### config.mk
export PLATFORM = sky130hd
export DESIGN_NAME = script_lexer_top_flat
export DESIGN_NICKNAME = d
export VERILOG_FILES = /design/src/design/slx_pkg.sv /design/src/design/slx_if.sv /design/src/design/slx_step.sv /design/src/design/slx_fifo.sv /design/src/design/script_lexer_top.sv /design/src/flat_wrapper.sv
export SDC_FILE = /design/constraint.sdc
export NUM_CORES = 1
export LEC_CHECK = 0
export ABC_AREA = 0
export BUFFER_PORTS_ARGS = -buffer_cell sky130_fd_sc_hd__buf_2
export CAP_MARGIN = 10
export CELL_PAD_IN_SITES_DETAIL_PLACEMENT = 1
export CELL_PAD_IN_SITES_GLOBAL_PLACEMENT = 1
export CORE_MARGIN = 4
export CORE_UTILIZATION = 40
export CTS_CLUSTER_DIAMETER = 200
export DETAILED_ROUTE_END_ITERATION = 8
export PLACE_DENSITY = 0.64
export SETUP_SLACK_MARGIN = 0.02
export SLEW_MARGIN = 0
export SYNTH_ARGS = -nofsm -noshare
export SYNTH_HDL_FRONTEND = slang
export SYNTH_SLANG_ARGS = --single-unit
### constraint.sdc
create_clock -name clk -period 5.5 [get_ports clk]
set_clock_uncertainty 0.2 [all_clocks]
set_input_delay 1.1 -clock clk [delete_from_list [all_inputs] [get_ports clk]]
set_output_delay 1.1 -clock clk [all_outputs]
set_load 0.01 [all_outputs]
### src/design/slx_pkg.sv
// shared types, constants and character helpers for the script lexer
package slx_pkg;

	localparam int POS_WIDTH = 16;
	localparam int PREFIX_WIDTH = 48;
	localparam int RQ_DEPTH = 4;
	localparam int RQ_AW = $clog2(RQ_DEPTH);

	localparam logic [POS_WIDTH-1:0] POS_MAX = '1;

	typedef logic [POS_WIDTH-1:0] pos_t;

	typedef enum logic [2:0] {
		M_IDLE,
		M_IDENT,
		M_INT,
		M_EQ,
		M_BANG,
		M_ERR
	} lex_mode_t;

	typedef enum logic [4:0] {
		K_END, K_ERROR, K_IDENT, K_INT,
		K_VAR, K_IF, K_ELSE, K_WHILE, K_DEF, K_RETURN,
		K_EQEQ, K_NE, K_ASSIGN, K_LT, K_GT, K_PLUS, K_MINUS, K_STAR, K_SLASH,
		K_LPAREN, K_RPAREN, K_LBRACE, K_RBRACE, K_COMMA, K_COLON, K_SEMI
	} kind_t;

	typedef struct packed {
		lex_mode_t mode;
		pos_t pos;
		pos_t tstart;
		pos_t tlen;
		logic [PREFIX_WIDTH-1:0] prefix;
	} lex_state_t;

	typedef struct packed {
		kind_t kind;
		logic [15:0] start_pos;
		logic [15:0] token_len;
		logic last;
	} tok_t;

	// up to two tokens per character, in order
	typedef struct packed {
		logic [1:0] cnt;
		tok_t [1:0] tok;
	} tok_pair_t;

	typedef struct packed {
		logic valid;
		kind_t kind;
	} mark_t;

	function automatic pos_t sat_inc(pos_t v);
		return (v == POS_MAX) ? v : v + 1'b1;
	endfunction

	function automatic logic is_space(logic [7:0] c);
		return (c == 8'd32) || (c >= 8'd9 && c <= 8'd13);
	endfunction

	function automatic logic is_alpha(logic [7:0] c);
		return (c >= "A" && c <= "Z") || (c >= "a" && c <= "z");
	endfunction

	function automatic logic is_digit(logic [7:0] c);
		return c >= "0" && c <= "9";
	endfunction

	function automatic mark_t mark_kind(logic [7:0] c);
		mark_t m;
		m.valid = 1'b1;
		case (c)
			"<": m.kind = K_LT;
			">": m.kind = K_GT;
			"+": m.kind = K_PLUS;
			"-": m.kind = K_MINUS;
			"*": m.kind = K_STAR;
			"/": m.kind = K_SLASH;
			"(": m.kind = K_LPAREN;
			")": m.kind = K_RPAREN;
			"{": m.kind = K_LBRACE;
			"}": m.kind = K_RBRACE;
			",": m.kind = K_COMMA;
			":": m.kind = K_COLON;
			";": m.kind = K_SEMI;
			default: begin
				m.valid = 1'b0;
				m.kind = K_ERROR;
			end
		endcase
		return m;
	endfunction

	// identifier kind from the packed first bytes and the length
	function automatic kind_t ident_kind(logic [PREFIX_WIDTH-1:0] p, pos_t len);
		kind_t k;
		k = K_IDENT;
		if (len == POS_WIDTH'(3) && p == PREFIX_WIDTH'("var"))
			k = K_VAR;
		else if (len == POS_WIDTH'(2) && p == PREFIX_WIDTH'("if"))
			k = K_IF;
		else if (len == POS_WIDTH'(4) && p == PREFIX_WIDTH'("else"))
			k = K_ELSE;
		else if (len == POS_WIDTH'(5) && p == PREFIX_WIDTH'("while"))
			k = K_WHILE;
		else if (len == POS_WIDTH'(3) && p == PREFIX_WIDTH'("def"))
			k = K_DEF;
		else if (len == POS_WIDTH'(6) && p == PREFIX_WIDTH'("return"))
			k = K_RETURN;
		return k;
	endfunction

	function automatic tok_t make_tok(kind_t k, pos_t start, pos_t len);
		tok_t t;
		t.kind = k;
		t.start_pos = 16'(start);
		t.token_len = 16'(len);
		t.last = 1'b0;
		return t;
	endfunction

	function automatic tok_pair_t push_tok(tok_pair_t p, tok_t t);
		tok_pair_t r;
		r = p;
		if (p.cnt == 2'd0) begin
			r.tok[0] = t;
			r.cnt = 2'd1;
		end else begin
			r.tok[1] = t;
			r.cnt = 2'd2;
		end
		return r;
	endfunction

endpackage

### src/design/slx_if.sv
// stream interfaces for text bytes in and tokens out
interface slx_text_if;
	logic valid;
	logic ready;
	logic op;
	logic [7:0] ch;

	modport source (output valid, output op, output ch, input ready);
	modport sink (input valid, input op, input ch, output ready);
endinterface

interface slx_tok_if;
	logic valid;
	logic ready;
	logic [4:0] kind;
	logic [15:0] start_pos;
	logic [15:0] token_len;
	logic last;

	modport source (output valid, output kind, output start_pos, output token_len,
		output last, input ready);
	modport sink (input valid, input kind, input start_pos, input token_len,
		input last, output ready);
endinterface

### src/design/slx_step.sv
// next lexer state and emitted tokens for one text beat
module slx_step (
	input  slx_pkg::lex_state_t cur,
	input  logic                op,
	input  logic [7:0]          ch,
	output slx_pkg::lex_state_t nxt,
	output slx_pkg::tok_pair_t  res
);
	import slx_pkg::*;

	logic flush_v;
	tok_t flush_tok;
	logic restart;
	mark_t mk;
	logic c_space, c_alpha, c_digit;

	assign c_space = is_space(ch);
	assign c_alpha = is_alpha(ch);
	assign c_digit = is_digit(ch);
	assign mk = mark_kind(ch);

	// pending token, if any
	always_comb begin
		flush_v = 1'b1;
		flush_tok = make_tok(K_ERROR, cur.tstart, cur.tlen);
		unique case (cur.mode)
			M_IDENT: flush_tok = make_tok(ident_kind(cur.prefix, cur.tlen), cur.tstart, cur.tlen);
			M_INT: flush_tok = make_tok(K_INT, cur.tstart, cur.tlen);
			M_EQ: flush_tok = make_tok(K_ASSIGN, cur.tstart, POS_WIDTH'(1));
			M_BANG, M_ERR: flush_tok = make_tok(K_ERROR, cur.tstart, cur.tlen);
			default: flush_v = 1'b0;
		endcase
	end

	always_comb begin
		nxt = cur;
		res = '0;
		restart = 1'b0;
		if (op) begin
			if (flush_v)
				res = push_tok(res, flush_tok);
			res = push_tok(res, make_tok(K_END, cur.pos, '0));
			nxt = '0;
			nxt.mode = M_IDLE;
		end else begin
			unique case (cur.mode)
				M_IDENT: begin
					if (c_alpha || c_digit) begin
						if (cur.tlen < POS_WIDTH'(6))
							nxt.prefix = {cur.prefix[PREFIX_WIDTH-9:0], ch};
						nxt.tlen = sat_inc(cur.tlen);
					end else begin
						res = push_tok(res, flush_tok);
						restart = 1'b1;
					end
				end
				M_INT: begin
					if (c_digit) begin
						nxt.tlen = sat_inc(cur.tlen);
					end else begin
						res = push_tok(res, flush_tok);
						restart = 1'b1;
					end
				end
				M_EQ: begin
					if (ch == "=") begin
						res = push_tok(res, make_tok(K_EQEQ, cur.tstart, POS_WIDTH'(2)));
						nxt.mode = M_IDLE;
					end else begin
						res = push_tok(res, flush_tok);
						restart = 1'b1;
					end
				end
				M_BANG: begin
					if (ch == "=") begin
						res = push_tok(res, make_tok(K_NE, cur.tstart, POS_WIDTH'(2)));
						nxt.mode = M_IDLE;
					end else if (c_space) begin
						res = push_tok(res, flush_tok);
						nxt.mode = M_IDLE;
					end else begin
						nxt.tlen = sat_inc(cur.tlen);
						nxt.mode = M_ERR;
					end
				end
				M_ERR: begin
					if (c_space) begin
						res = push_tok(res, flush_tok);
						nxt.mode = M_IDLE;
					end else begin
						nxt.tlen = sat_inc(cur.tlen);
					end
				end
				default: restart = 1'b1;
			endcase

			// a character seen while between tokens
			if (restart) begin
				nxt.mode = M_IDLE;
				if (!c_space) begin
					nxt.tstart = cur.pos;
					nxt.tlen = POS_WIDTH'(1);
					nxt.prefix = PREFIX_WIDTH'(ch);
					if (c_alpha)
						nxt.mode = M_IDENT;
					else if (c_digit)
						nxt.mode = M_INT;
					else if (ch == "=")
						nxt.mode = M_EQ;
					else if (ch == "!")
						nxt.mode = M_BANG;
					else if (mk.valid)
						res = push_tok(res, make_tok(mk.kind, cur.pos, POS_WIDTH'(1)));
					else
						nxt.mode = M_ERR;
				end
			end
			nxt.pos = sat_inc(cur.pos);
		end

		if (res.cnt == 2'd2)
			res.tok[1].last = 1'b1;
		else if (res.cnt == 2'd1)
			res.tok[0].last = 1'b1;
	end

endmodule

### src/design/slx_fifo.sv
// token queue: takes up to two tokens a cycle, gives one
module slx_fifo (
	input  logic                  clk,
	input  logic                  arst_n,
	input  slx_pkg::tok_pair_t    push,
	input  logic                  pop,
	output slx_pkg::tok_t         head,
	output logic                  nonempty,
	output logic                  room,
	output logic [slx_pkg::RQ_AW:0] count
);
	import slx_pkg::*;

	tok_t mem_q [RQ_DEPTH];
	logic [RQ_AW-1:0] wr_q, rd_q;
	logic [RQ_AW:0] cnt_q;
	logic [RQ_AW:0] cnt_after_pop;

	assign head = mem_q[rd_q];
	assign nonempty = cnt_q != '0;
	assign count = cnt_q;
	assign cnt_after_pop = cnt_q - {{RQ_AW{1'b0}}, pop};
	// room for two more beats, counting the one leaving now
	assign room = cnt_after_pop <= (RQ_AW+1)'(RQ_DEPTH - 2);

	always_ff @(posedge clk) begin
		if (push.cnt != 2'd0)
			mem_q[wr_q] <= push.tok[0];
		if (push.cnt == 2'd2)
			mem_q[wr_q + 1'b1] <= push.tok[1];
	end

	always_ff @(posedge clk or negedge arst_n) begin
		if (!arst_n) begin
			wr_q <= '0;
			rd_q <= '0;
			cnt_q <= '0;
		end else begin
			wr_q <= wr_q + RQ_AW'(push.cnt);
			if (pop)
				rd_q <= rd_q + 1'b1;
			cnt_q <= cnt_after_pop + (RQ_AW+1)'(push.cnt);
		end
	end

endmodule

### src/design/script_lexer_top.sv
// script lexer top level: input stage, lexer step and token queue
// flow: a byte accepted into the input stage is lexed when it advances, which
//   needs room in the token queue; its tokens then enter the queue in order
// throughput: one byte per cycle while the token queue has room; the token port
//   moves one beat per cycle, so a byte that closes one token and emits another uses it in turn
// reset: lexer idle, positions zero, input stage and token queue empty
module script_lexer_top (
	input logic     clk,
	input logic     arst_n,
	slx_text_if.sink  text,
	slx_tok_if.source token
);
	import slx_pkg::*;

	logic valid_s1;
	logic op_s1;
	logic [7:0] ch_s1;
	logic adv;

	lex_state_t state_q, state_nxt;
	tok_pair_t step_res, push;
	tok_t head;
	logic q_nonempty, q_room, pop;
	logic [RQ_AW:0] q_count;

	assign pop = token.valid && token.ready;
	assign adv = valid_s1 && q_room;
	assign text.ready = !valid_s1 || adv;

	always_ff @(posedge clk or negedge arst_n) begin
		if (!arst_n) begin
			valid_s1 <= 1'b0;
		end else if (text.valid && text.ready) begin
			valid_s1 <= 1'b1;
		end else if (adv) begin
			valid_s1 <= 1'b0;
		end
	end

	always_ff @(posedge clk) begin
		if (text.valid && text.ready) begin
			op_s1 <= text.op;
			ch_s1 <= text.ch;
		end
	end

	slx_step u_step (
		.cur (state_q),
		.op  (op_s1),
		.ch  (ch_s1),
		.nxt (state_nxt),
		.res (step_res)
	);

	// all-zero state is idle with positions zero
	always_ff @(posedge clk or negedge arst_n) begin
		if (!arst_n) begin
			state_q <= '0;
		end else if (adv) begin
			state_q <= state_nxt;
		end
	end

	always_comb begin
		push = step_res;
		if (!adv)
			push.cnt = 2'd0;
	end

	slx_fifo u_fifo (
		.clk      (clk),
		.arst_n   (arst_n),
		.push     (push),
		.pop      (pop),
		.head     (head),
		.nonempty (q_nonempty),
		.room     (q_room),
		.count    (q_count)
	);

	assign token.valid = q_nonempty;
	assign token.kind = head.kind;
	assign token.start_pos = head.start_pos;
	assign token.token_len = head.token_len;
	assign token.last = head.last;

	a_queue_bound: assert property (@(posedge clk) disable iff (!arst_n)
		q_count <= (RQ_AW+1)'(RQ_DEPTH))
		else $error("token queue over depth");

	a_end_resets_pos: assert property (@(posedge clk) disable iff (!arst_n)
		adv && op_s1 |=> state_q.pos == '0 && state_q.mode == M_IDLE)
		else $error("end of text did not return lexer to start");

	a_end_is_last: assert property (@(posedge clk) disable iff (!arst_n)
		token.valid && token.kind == K_END |-> token.last)
		else $error("end token without last");

	a_stage_holds: assert property (@(posedge clk) disable iff (!arst_n)
		valid_s1 && !adv |=> valid_s1 && $stable(ch_s1) && $stable(op_s1))
		else $error("stalled input stage changed");

endmodule
### src/flat_wrapper.sv
// flat-port wrapper written by rule: the top's interface ports become plain ports
module script_lexer_top_flat import slx_pkg::*;
  (clk, arst_n, text_valid, text_op, text_ch, text_ready, token_valid, token_kind, token_start_pos, token_token_len, token_last, token_ready);
  slx_text_if text_i ();
  slx_tok_if token_i ();
  input logic clk;
  input logic arst_n;
  input wire logic [$bits(text_i.valid)-1:0] text_valid;
  input wire logic [$bits(text_i.op)-1:0] text_op;
  input wire logic [$bits(text_i.ch)-1:0] text_ch;
  output wire logic [$bits(text_i.ready)-1:0] text_ready;
  output wire logic [$bits(token_i.valid)-1:0] token_valid;
  output wire logic [$bits(token_i.kind)-1:0] token_kind;
  output wire logic [$bits(token_i.start_pos)-1:0] token_start_pos;
  output wire logic [$bits(token_i.token_len)-1:0] token_token_len;
  output wire logic [$bits(token_i.last)-1:0] token_last;
  input wire logic [$bits(token_i.ready)-1:0] token_ready;
  assign text_i.valid = text_valid;
  assign text_i.op = text_op;
  assign text_i.ch = text_ch;
  assign text_ready = text_i.ready;
  assign token_valid = token_i.valid;
  assign token_kind = token_i.kind;
  assign token_start_pos = token_i.start_pos;
  assign token_token_len = token_i.token_len;
  assign token_last = token_i.last;
  assign token_i.ready = token_ready;
  script_lexer_top u_core (.clk(clk), .arst_n(arst_n), .text(text_i), .token(token_i));
endmodule
==> report_table.html, run 1 <==
<table>
<tr><th>Metric</th><th>Value</th></tr>
<tr><th colspan="2">Power and ir drop</th></tr>
<tr><td>Sequential fraction of design power</td><td>0.359</td></tr>
<tr><td>Portion of total power attributed to combinational logic</td><td>0.381</td></tr>
<tr><td>VDD IR-drop max</td><td>281 uV</td></tr>
<tr><td>Internal Pwr Total</td><td>4580 uW</td></tr>
<tr><td>Leakage</td><td>0.00557 uW</td></tr>
<tr><td>Net switching power figure</td><td>3140 uW</td></tr>
<tr><td>Switching fraction of total power</td><td>0.406</td></tr>
<tr><td>Power density of the placed cells</td><td>497 nW/um2</td></tr>
<tr><td>Clk network pwr share</td><td>0.260</td></tr>
<tr><th colspan="2">Final layout</th></tr>
<tr><td>Non-Filler Instances</td><td>1840</td></tr>
<tr><td>Layout fillers</td><td>3792</td></tr>
<tr><td>Synth-to-Final Area Change</td><td>11.4%</td></tr>
<tr><td>Post-Route Utilization</td><td>0.451</td></tr>
<tr><td>Number of nets in the finished design</td><td>1388</td></tr>
<tr><td>Final standard cell area without fillers</td><td>15500 um2</td></tr>
<tr><td>Register area</td><td>6910 um2</td></tr>
<tr><td>Total area of multi-input combinational cells</td><td>6410 um2</td></tr>
<tr><td>Number of antenna repair diodes</td><td>0</td></tr>
<tr><td>Share of cells above drive strength 1</td><td>0.149</td></tr>
<tr><th colspan="2">Worst setup path</th></tr>
<tr><td>Data required, critical path</td><td>5.43 ns</td></tr>
<tr><td>Startpoint of the most critical register-to-register path</td><td>u_core.ch_s1[1]</td></tr>
<tr><td>Critical path launch point type</td><td>flip-flop</td></tr>
<tr><td>Class of the most critical setup path</td><td>flip-flop to flip-flop</td></tr>
<tr><td>Flop-to-flop setup slack</td><td>1.05 ns</td></tr>
<tr><td>Critical path arrival</td><td>4.37 ns</td></tr>
<tr><td>Source of the critical timing path</td><td>u_core.ch_s1[1]</td></tr>
<tr><td>Reg-to-Reg End</td><td>u_core.u_fifo.mem_q[3][37]</td></tr>
<tr><td>Worst setup path endpoint</td><td>u_core.u_fifo.mem_q[3][37]</td></tr>
<tr><td>Worst reg-to-reg path cell count</td><td>8</td></tr>
<tr><td>Critical Path Sink Type</td><td>flip-flop</td></tr>
<tr><td>Worst-path fanout max</td><td>23</td></tr>
<tr><th colspan="2">Global routing</th></tr>
<tr><td>Pin count of the biggest net entering global routing</td><td>58</td></tr>
<tr><td>Overall fraction of global-route tracks in use</td><td>0.225</td></tr>
<tr><td>Via count of the first global-routing pass</td><td>11602</td></tr>
<tr><td>Overall overflow remaining after global route</td><td>0</td></tr>
<tr><td>Antenna violations before repair</td><td>0</td></tr>
<tr><td>First-pass GRT wire length</td><td>69100 um</td></tr>
<tr><th colspan="2">Logic synthesis</th></tr>
<tr><td>Prevailing post-synth register cell</td><td>sky130_fd_sc_hd__dfrtp_1</td></tr>
<tr><td>Top cell type by total area after synthesis</td><td>sky130_fd_sc_hd__edfxtp_1</td></tr>
<tr><td>Top area cells in the synthesized netlist</td><td>sky130_fd_sc_hd__edfxtp_1 (22%), sky130_fd_sc_hd__dfrtp_1 (19%), sky130_fd_sc_hd__dfxtp_1 (8.6%)</td></tr>
<tr><td>Synth warn</td><td>0</td></tr>
<tr><td>Flip-flop and latch count after synthesis</td><td>268</td></tr>
<tr><td>Most numerous cell in the Yosys netlist</td><td>sky130_fd_sc_hd__nand2_1</td></tr>
<tr><td>Seq/Total Area, Yosys</td><td>0.496</td></tr>
<tr><td>Most numerous cell types in the synthesized netlist</td><td>sky130_fd_sc_hd__nand2_1 (181), sky130_fd_sc_hd__dfrtp_1 (107), sky130_fd_sc_hd__a21oi_1 (102)</td></tr>
<tr><td>Synthesized area per cell</td><td>10.2 um2</td></tr>
<tr><td>Count of mapped cells out of synthesis</td><td>1363</td></tr>
<tr><td>Synthesized cell area</td><td>13900 um2</td></tr>
<tr><td>Async S/R FF share, synth</td><td>0.399</td></tr>
<tr><td>Top cell type's share of synthesized area</td><td>0.218</td></tr>
<tr><td>Number of nets produced by synthesis</td><td>1389</td></tr>
<tr><td>Number of distinct standard cells referenced by the synthesized netlist</td><td>83</td></tr>
<tr><td>Number of flops mapped to enable cells by yosys</td><td>101</td></tr>
<tr><th colspan="2">Routing</th></tr>
<tr><td>Average vias per placed instance</td><td>6.12</td></tr>
<tr><td>Number of nets with antenna violations after routing</td><td>0</td></tr>
<tr><td>Via count</td><td>11252</td></tr>
<tr><td>Overall routed net length</td><td>43400 um</td></tr>
<tr><td>Iter 0 DRT Violations</td><td>782</td></tr>
<tr><td>Drt wl/cell</td><td>23.6 um</td></tr>
<tr><td>First-pass DRT Iterations</td><td>5</td></tr>
<tr><td>DRC viols</td><td>0</td></tr>
<tr><th colspan="2">STA</th></tr>
<tr><td>Final setup margin</td><td>1.05 ns</td></tr>
<tr><td>Final Hold Violating Endpoints</td><td>0</td></tr>
<tr><td>Normalized max-slew margin</td><td>0.235</td></tr>
<tr><td>Highest clock rate</td><td>0.225 GHz</td></tr>
<tr><td>Period minus WS final</td><td>4.45 ns</td></tr>
<tr><td>Setup violations, final</td><td>0</td></tr>
<tr><td>Actual slew at the worst max-slew pin</td><td>1.15 ns</td></tr>
<tr><td>Final max-slew violation count</td><td>0</td></tr>
<tr><td>RSZ-0062 raised after global routing</td><td>false</td></tr>
<tr><td>Final worst-path cycle share</td><td>0.808</td></tr>
<tr><td>TNS Setup</td><td>0 ns</td></tr>
<tr><th colspan="2">Clocking</th></tr>
<tr><td>Number of post-CTS setup repair buffers</td><td>0</td></tr>
<tr><td>Deepest level of the CTS H-tree</td><td>1</td></tr>
<tr><td>CTS clock-pin slew for the worst setup and hold paths</td><td>0.06 ns</td></tr>
<tr><td>Total CTS buffers</td><td>30</td></tr>
<tr><td>CTS tree</td><td>done</td></tr>
<tr><td>Number of gates resized after CTS</td><td>0</td></tr>
<tr><td>Quantity of hold-fixing buffers added after cts</td><td>0</td></tr>
<tr><td>Clk_lat worst skew</td><td>0.56 ns</td></tr>
<tr><td>Clk sink count</td><td>268</td></tr>
<tr><td>CTS root buf</td><td>sky130_fd_sc_hd__clkbuf_16</td></tr>
<tr><td>Clock Tree Buf Depth</td><td>3</td></tr>
<tr><th colspan="2">Placement</th></tr>
<tr><td>Routability congestion estimate</td><td>0.849</td></tr>
<tr><td>Post-DP Area</td><td>14600 um2</td></tr>
<tr><td>Total of buffers placed on input and output ports</td><td>52</td></tr>
<tr><td>DP Cell Count</td><td>1785</td></tr>
<tr><td>Post-Place Setup Slack</td><td>0.856 ns</td></tr>
<tr><td>HPWL after detailed placement</td><td>28700 um</td></tr>
<tr><th colspan="2">Outcome</th></tr>
<tr><td>Status</td><td>finished, final reports clean</td></tr>
<tr><th colspan="2">Floorplan</th></tr>
<tr><td>Die Y</td><td>195 um</td></tr>
<tr><td>Number of placement rows</td><td>68</td></tr>
<tr><td>Number of top-level pins</td><td>53</td></tr>
<tr><td>Total core area</td><td>34500 um2</td></tr>
<tr><td>Initial cell density of the core</td><td>0.405</td></tr>
<tr><td>Die area</td><td>37900 um2</td></tr>
<tr><td>Horiz. Die Dim</td><td>195 um</td></tr>
<tr><th colspan="2">Hold path</th></tr>
<tr><td>Critical hold path startpoint</td><td>u_core.u_fifo.mem_q[0][5]</td></tr>
<tr><td>HP Class</td><td>flip-flop to flip-flop</td></tr>
<tr><th colspan="2">Job</th></tr>
<tr><td>Max-cap check violation count</td><td>0</td></tr>
</table>
logic make-up after synthesis:
| kind of cell | share of synthesized area |
|---|---|
| DFF | 0.496 |
| and+or+nand+nor | 0.175 |
| xor gates and xnor gates | 0.0107 |
| AOI/OAI and AO/OA | 0.199 |
| adders and majority gates | 0.0122 |
| muxes | 0.0614 |
| buffers and inverters | 0.0456 |
power groups by stage:
| stage | Sequential, uW | Combinational (uW) | Clock (uW) |
|---|---|---|---|
| 6_report | 2770 | 2940 | 2010 |
| 3_3_place_gp | 2790 | 2920 | 0 |
| 4_1_cts | 2780 | 2960 | 2060 |
| 5_1_grt | 2820 | 3190 | 2140 |
| 3_5_place_dp | 2810 | 2950 | 0 |
| 2_1_floorplan | 2540 | 2100 | 0 |
layout by cell type (no fill, tap or decap), types with 12 or more instances in the layout:
cell / Yosys / routed
sky130_fd_sc_hd__dfxtp_1: 60 / 60
sky130_fd_sc_hd__a31oi_1: 15 / 15
sky130_fd_sc_hd__o2bb2ai_1: 78 / 78
sky130_fd_sc_hd__nand2_1: 181 / 181
sky130_fd_sc_hd__a22o_1: 46 / 46
sky130_fd_sc_hd__nor4_1: 19 / 19
sky130_fd_sc_hd__edfxtp_1: 101 / 101
sky130_fd_sc_hd__ha_1: 12 / 12
sky130_fd_sc_hd__mux4_2: 38 / 38
sky130_fd_sc_hd__o21ai_0: 50 / 50
sky130_fd_sc_hd__o22ai_1: 30 / 30
sky130_fd_sc_hd__nand3_1: 81 / 81
sky130_fd_sc_hd__and3_1: 14 / 14
sky130_fd_sc_hd__inv_1: 26 / 26
sky130_fd_sc_hd__xnor2_1: 12 / 12
sky130_fd_sc_hd__nand4_1: 14 / 14
sky130_fd_sc_hd__buf_4: 1 / 35
sky130_fd_sc_hd__dfrtp_1: 107 / 105
sky130_fd_sc_hd__nor2_1: 67 / 67
sky130_fd_sc_hd__a21oi_1: 102 / 102
sky130_fd_sc_hd__buf_2: 21 / 51
sky130_fd_sc_hd__nor3_1: 29 / 28
sky130_fd_sc_hd__clkbuf_16: 0 / 31
area by class of cell:
class / count / area share
multi-input combinational: 948 / 0.413
inverter: 26 / 0.00628
tap: 455 / 0.0366
clock buffer: 42 / 0.0539
clock inverter: 13 / 0.00918
sequential: 268 / 0.445
timing repair buffer: 88 / 0.0359
critical path: stages, from the launching register on:
cell and delay (ns):
sky130_fd_sc_hd__edfxtp_1 0.65, sky130_fd_sc_hd__or4_4 0.63, sky130_fd_sc_hd__o22ai_4 0.25, sky130_fd_sc_hd__o21ai_4 0.12
sky130_fd_sc_hd__or4_1 0.75, sky130_fd_sc_hd__or4_1 0.65, sky130_fd_sc_hd__nand3_2 0.15, sky130_fd_sc_hd__and2_1 0.15
sky130_fd_sc_hd__inv_1 0.43
per-stage QoR:
step | hold slack [ns] | total power (uW)
final | 0.254 | 7720
after global routing | 0.278 | 8150
after CTS | 0.256 | 7790
after detailed placement | 0.247 | 5760
after global placement | 0.239 | 5710
after floorplan | 0.227 | 4640
state kept, by name, indices dropped and copies added (netlist names):
signal,cells
u_core.ch_s1,8
u_core.valid_s1,1
u_core.op_s1,1
u_core.u_fifo.mem_q,152
u_core.u_fifo.wr_q,2
u_core.u_fifo.count,3
u_core.state_q,99
u_core.u_fifo.rd_q,2
metal layers:
layer,GRT usage,routed length (um),up-vias
met3,0.0317,2300,66
met4,0.0492,781,0
li1,-,-,5150
met2,0.356,19800,315
met1,0.333,20600,5721
met5,0,0,-
worst min-delay path by stage:
| stage | to | slack [ns] | depth (start not counted) |
|---|---|---|---|
| final | u_core.u_fifo.mem_q[0][5] | 0.25 | 2 |
| after global routing | u_core.u_fifo.mem_q[2][4] | 0.28 | 2 |
| after CTS | u_core.u_fifo.mem_q[0][3] | 0.26 | 2 |
| after detailed placement | u_core.u_fifo.mem_q[3][10] | 0.25 | 1 |
| after global placement | u_core.u_fifo.mem_q[2][11] | 0.24 | 2 |
| after floorplan | u_core.u_fifo.mem_q[3][10] | 0.23 | 1 |
Note: power is estimated with default switching activity, not from simulation.
==> run 2, diff against run 1 <==
- clock period: 5.5 -> 4.2 ns (I/O delays scaled with it)
==> report_table.html, run 2 (synthesis results as in run 1) <==
<table>
<tr><th>Metric</th><th>Value</th></tr>
<tr><th colspan="2">Outcome</th></tr>
<tr><td>Status</td><td>finished, final reports clean (unchanged)</td></tr>
<tr><th colspan="2">Routing</th></tr>
<tr><td>Via count</td><td>11400 (was 11252)</td></tr>
<tr><td>Uppermost metal layer occupied by signal nets</td><td>met4 (unchanged)</td></tr>
<tr><td>Total met3 wirelength after detailed routing</td><td>1960 um (was 2300 um)</td></tr>
<tr><td>Iter 0 DRT Violations</td><td>818 (was 782)</td></tr>
<tr><td>Number of nets with antenna violations after routing</td><td>0 (unchanged)</td></tr>
<tr><td>Average vias per placed instance</td><td>6.07 (was 6.12)</td></tr>
<tr><td>Overall routed net length</td><td>44300 um (was 43400 um)</td></tr>
<tr><td>DRC viols</td><td>0 (unchanged)</td></tr>
<tr><td>Met2 Routed Length</td><td>20500 um (was 19800 um)</td></tr>
<tr><td>Drt wl/cell</td><td>23.6 um (about the same)</td></tr>
<tr><td>First-pass DRT Iterations</td><td>5 (unchanged)</td></tr>
<tr><td>Met1 layer wirelength in the final routing</td><td>21100 um (was 20600 um)</td></tr>
<tr><th colspan="2">Clocking</th></tr>
<tr><td>Clk_lat worst skew</td><td>0.58 ns (was 0.56 ns)</td></tr>
<tr><td>Deepest level of the CTS H-tree</td><td>1 (unchanged)</td></tr>
<tr><td>CTS clock-pin slew for the worst setup and hold paths</td><td>0.06 ns (about the same)</td></tr>
<tr><td>CTS tree</td><td>done (unchanged)</td></tr>
<tr><td>Total CTS buffers</td><td>29 (was 30)</td></tr>
<tr><td>Clock Tree Buf Depth</td><td>3 (unchanged)</td></tr>
<tr><td>Quantity of hold-fixing buffers added after cts</td><td>0 (unchanged)</td></tr>
<tr><td>CTS root buf</td><td>sky130_fd_sc_hd__clkbuf_16 (unchanged)</td></tr>
<tr><td>Clk sink count</td><td>268 (unchanged)</td></tr>
<tr><th colspan="2">Final layout</th></tr>
<tr><td>Number of antenna repair diodes</td><td>0 (unchanged)</td></tr>
<tr><td>Number of nets in the finished design</td><td>1427 (was 1388)</td></tr>
<tr><td>Max FFs per register</td><td>152 (unchanged)</td></tr>
<tr><td>Register with the most flip-flops</td><td>u_core.u_fifo.mem_q (unchanged)</td></tr>
<tr><td>Share of cells above drive strength 1</td><td>0.177 (was 0.149)</td></tr>
<tr><td>Leading cell types in the layout, fill and taps excluded</td><td>sky130_fd_sc_hd__nand2_1 (179), sky130_fd_sc_hd__dfrtp_1 (105), sky130_fd_sc_hd__a21oi_1 (102), sky130_fd_sc_hd__edfxtp_1 (101), sky130_fd_sc_hd__nand3_1 (81) (was sky130_fd_sc_hd__nand2_1 (181), sky130_fd_sc_hd__dfrtp_1 (105), sky130_fd_sc_hd__a21oi_1 (102), sky130_fd_sc_hd__edfxtp_1 (101), sky130_fd_sc_hd__nand3_1 (81))</td></tr>
<tr><td>Synth-to-Final Area Change</td><td>13.3% (was 11.4%)</td></tr>
<tr><td>Most common cell after layout, fill and taps aside</td><td>sky130_fd_sc_hd__nand2_1 (unchanged)</td></tr>
<tr><td>Regs by FF count</td><td>u_core.u_fifo.mem_q x152, u_core.state_q x99, u_core.ch_s1 x8 (unchanged)</td></tr>
<tr><th colspan="2">Worst setup path</th></tr>
<tr><td>Reg-to-Reg End</td><td>u_core.u_fifo.mem_q[1][30] (was u_core.u_fifo.mem_q[3][37])</td></tr>
<tr><td>Startpoint of the most critical register-to-register path</td><td>u_core.ch_s1[2] (was u_core.ch_s1[1])</td></tr>
<tr><td>Critical path launch point type</td><td>flip-flop (unchanged)</td></tr>
<tr><td>Worst-path fanout max</td><td>16 (was 23)</td></tr>
<tr><td>Data required, critical path</td><td>4.41 ns (was 5.43 ns)</td></tr>
<tr><td>Flop-to-flop setup slack</td><td>0.22 ns (was 1.05 ns)</td></tr>
<tr><td>Worst reg-to-reg path cell count</td><td>11 (was 8)</td></tr>
<tr><td>Critical path arrival</td><td>4.19 ns (was 4.37 ns)</td></tr>
<tr><td>Class of the most critical setup path</td><td>flip-flop to flip-flop (unchanged)</td></tr>
<tr><td>Critical Path Sink Type</td><td>flip-flop (unchanged)</td></tr>
<tr><th colspan="2">Power and ir drop</th></tr>
<tr><td>Leakage</td><td>0.00574 uW (was 0.00557 uW)</td></tr>
<tr><td>Pwr Total</td><td>10200 uW (was 7720 uW)</td></tr>
<tr><td>VDD IR-drop max</td><td>360 uV (was 281 uV)</td></tr>
<tr><td>Power density of the placed cells</td><td>644 nW/um2 (was 497 nW/um2)</td></tr>
<tr><th colspan="2">STA</th></tr>
<tr><td>Setup violations, final</td><td>0 (unchanged)</td></tr>
<tr><td>Final max-slew violation count</td><td>0 (unchanged)</td></tr>
<tr><td>Final Hold Violating Endpoints</td><td>0 (unchanged)</td></tr>
<tr><td>Final worst-path cycle share</td><td>0.948 (was 0.808)</td></tr>
<tr><td>Highest clock rate</td><td>0.251 GHz (was 0.225 GHz)</td></tr>
<tr><td>RSZ-0062 raised after global routing</td><td>false (unchanged)</td></tr>
<tr><td>Period minus WS final</td><td>3.98 ns (was 4.45 ns)</td></tr>
<tr><td>Actual slew at the worst max-slew pin</td><td>0.971 ns (was 1.15 ns)</td></tr>
<tr><td>TNS Setup</td><td>0 ns (unchanged)</td></tr>
<tr><td>Normalized max-slew margin</td><td>0.353 (was 0.235)</td></tr>
<tr><th colspan="2">Floorplan</th></tr>
<tr><td>Horiz. Die Dim</td><td>195 um (unchanged)</td></tr>
<tr><td>Total core area</td><td>34500 um2 (unchanged)</td></tr>
<tr><td>Number of placement rows</td><td>68 (unchanged)</td></tr>
<tr><td>Number of top-level pins</td><td>53 (unchanged)</td></tr>
<tr><td>Initial cell density of the core</td><td>0.405 (unchanged)</td></tr>
<tr><td>Die area</td><td>37900 um2 (unchanged)</td></tr>
<tr><td>Die Y</td><td>195 um (unchanged)</td></tr>
<tr><th colspan="2">Global routing</th></tr>
<tr><td>Overall fraction of global-route tracks in use</td><td>0.228 (was 0.225)</td></tr>
<tr><td>Via count of the first global-routing pass</td><td>11551 (was 11602)</td></tr>
<tr><td>First-pass GRT wire length</td><td>69200 um (was 69100 um)</td></tr>
<tr><td>Antenna violations before repair</td><td>0 (unchanged)</td></tr>
<tr><td>Overall overflow remaining after global route</td><td>0 (unchanged)</td></tr>
<tr><td>Pin count of the biggest net entering global routing</td><td>62 (was 58)</td></tr>
<tr><th colspan="2">Placement</th></tr>
<tr><td>Total of buffers placed on input and output ports</td><td>52 (unchanged)</td></tr>
<tr><td>Routability congestion estimate</td><td>0.897 (was 0.849)</td></tr>
<tr><td>HPWL after detailed placement</td><td>30400 um (was 28700 um)</td></tr>
<tr><th colspan="2">Hold path</th></tr>
<tr><td>HP Class</td><td>input port to asynchronous set/reset pin (was flip-flop to flip-flop)</td></tr>
<tr><th colspan="2">Job</th></tr>
<tr><td>Max-cap check violation count</td><td>0 (unchanged)</td></tr>
</table>
==> run 2: how the worst max path moves through the flow <==
stage / endpoint / cells past startpoint / slack, ns / from
global route: u_core.u_fifo.mem_q[1][30] / 10 / 0.04 / u_core.ch_s1[0]
floorplan: u_core.u_fifo.mem_q[3][0] / 14 / 0.07 / u_core.ch_s1[7]
CTS: u_core.u_fifo.mem_q[0][13] / 9 / 0.22 / u_core.ch_s1[0]
detailed placement: u_core.u_fifo.mem_q[2][16] / 11 / 0.15 / token_ready
finish: u_core.u_fifo.mem_q[1][30] / 11 / 0.22 / u_core.ch_s1[2]
global placement: u_core.state_q[60] / 13 / 0.21 / token_ready
==> run 2: report_power, final <==
part           switching [uW]  internal (uW)
clock network            1110           1350
registers                 378           3170
logic                    2730           1430
total                    4220           5950
==> run 2: layout make-up <==
cell class | instances | area [um2]
clock buffers | 33 | 751
inverters | 26 | 97.6
repair buffers | 128 | 896
multi-input cells | 948 | 6420
clock inverters | 21 | 149
well taps | 455 | 569
flip-flops and latches | 268 | 6910
fillers | 3797 | 18700
==> run 2: repair_timing <==
| action | in CTS | in global routing |
|---|---|---|
| resized for setup | 0 | 2 |
| setup buffers | 0 | 0 |
| setup endpoints to repair | 0 | 4 |
==> run 2: per-stage QoR <==
step	cells	setup slack (ns)	area (um2)	utilization	hold slack, ns
2_1_floorplan	1363	0.0728	13900	-	0.227
3_3_place_gp	1825	0.215	14900	0.432	0.240
3_5_place_dp	1825	0.155	14900	0.432	0.245
4_1_cts	1879	0.222	15800	0.458	0.184
5_1_grt	1879	0.0412	15800	0.458	0.200
6_report	1879	0.220	15800	0.458	0.143
==> run 2: metal layers <==
metal	up-vias	GRT usage
li1	5238	-
met1	5817	0.340
met2	290	0.360
met3	55	0.0317
met4	0	0.0398
met5	-	0
==> run 2: critical path: stages, from the launching register on <==
cell and delay [ns]:
sky130_fd_sc_hd__edfxtp_1 0.51, sky130_fd_sc_hd__buf_4 0.24, sky130_fd_sc_hd__and4b_1 0.22, sky130_fd_sc_hd__a211oi_1 0.38
sky130_fd_sc_hd__o31ai_1 0.19, sky130_fd_sc_hd__or4_1 0.51, sky130_fd_sc_hd__buf_4 0.22, sky130_fd_sc_hd__o31ai_4 0.35
sky130_fd_sc_hd__nand2_2 0.26, sky130_fd_sc_hd__o22ai_4 0.22, sky130_fd_sc_hd__buf_4 0.30, sky130_fd_sc_hd__o2bb2ai_1 0.19
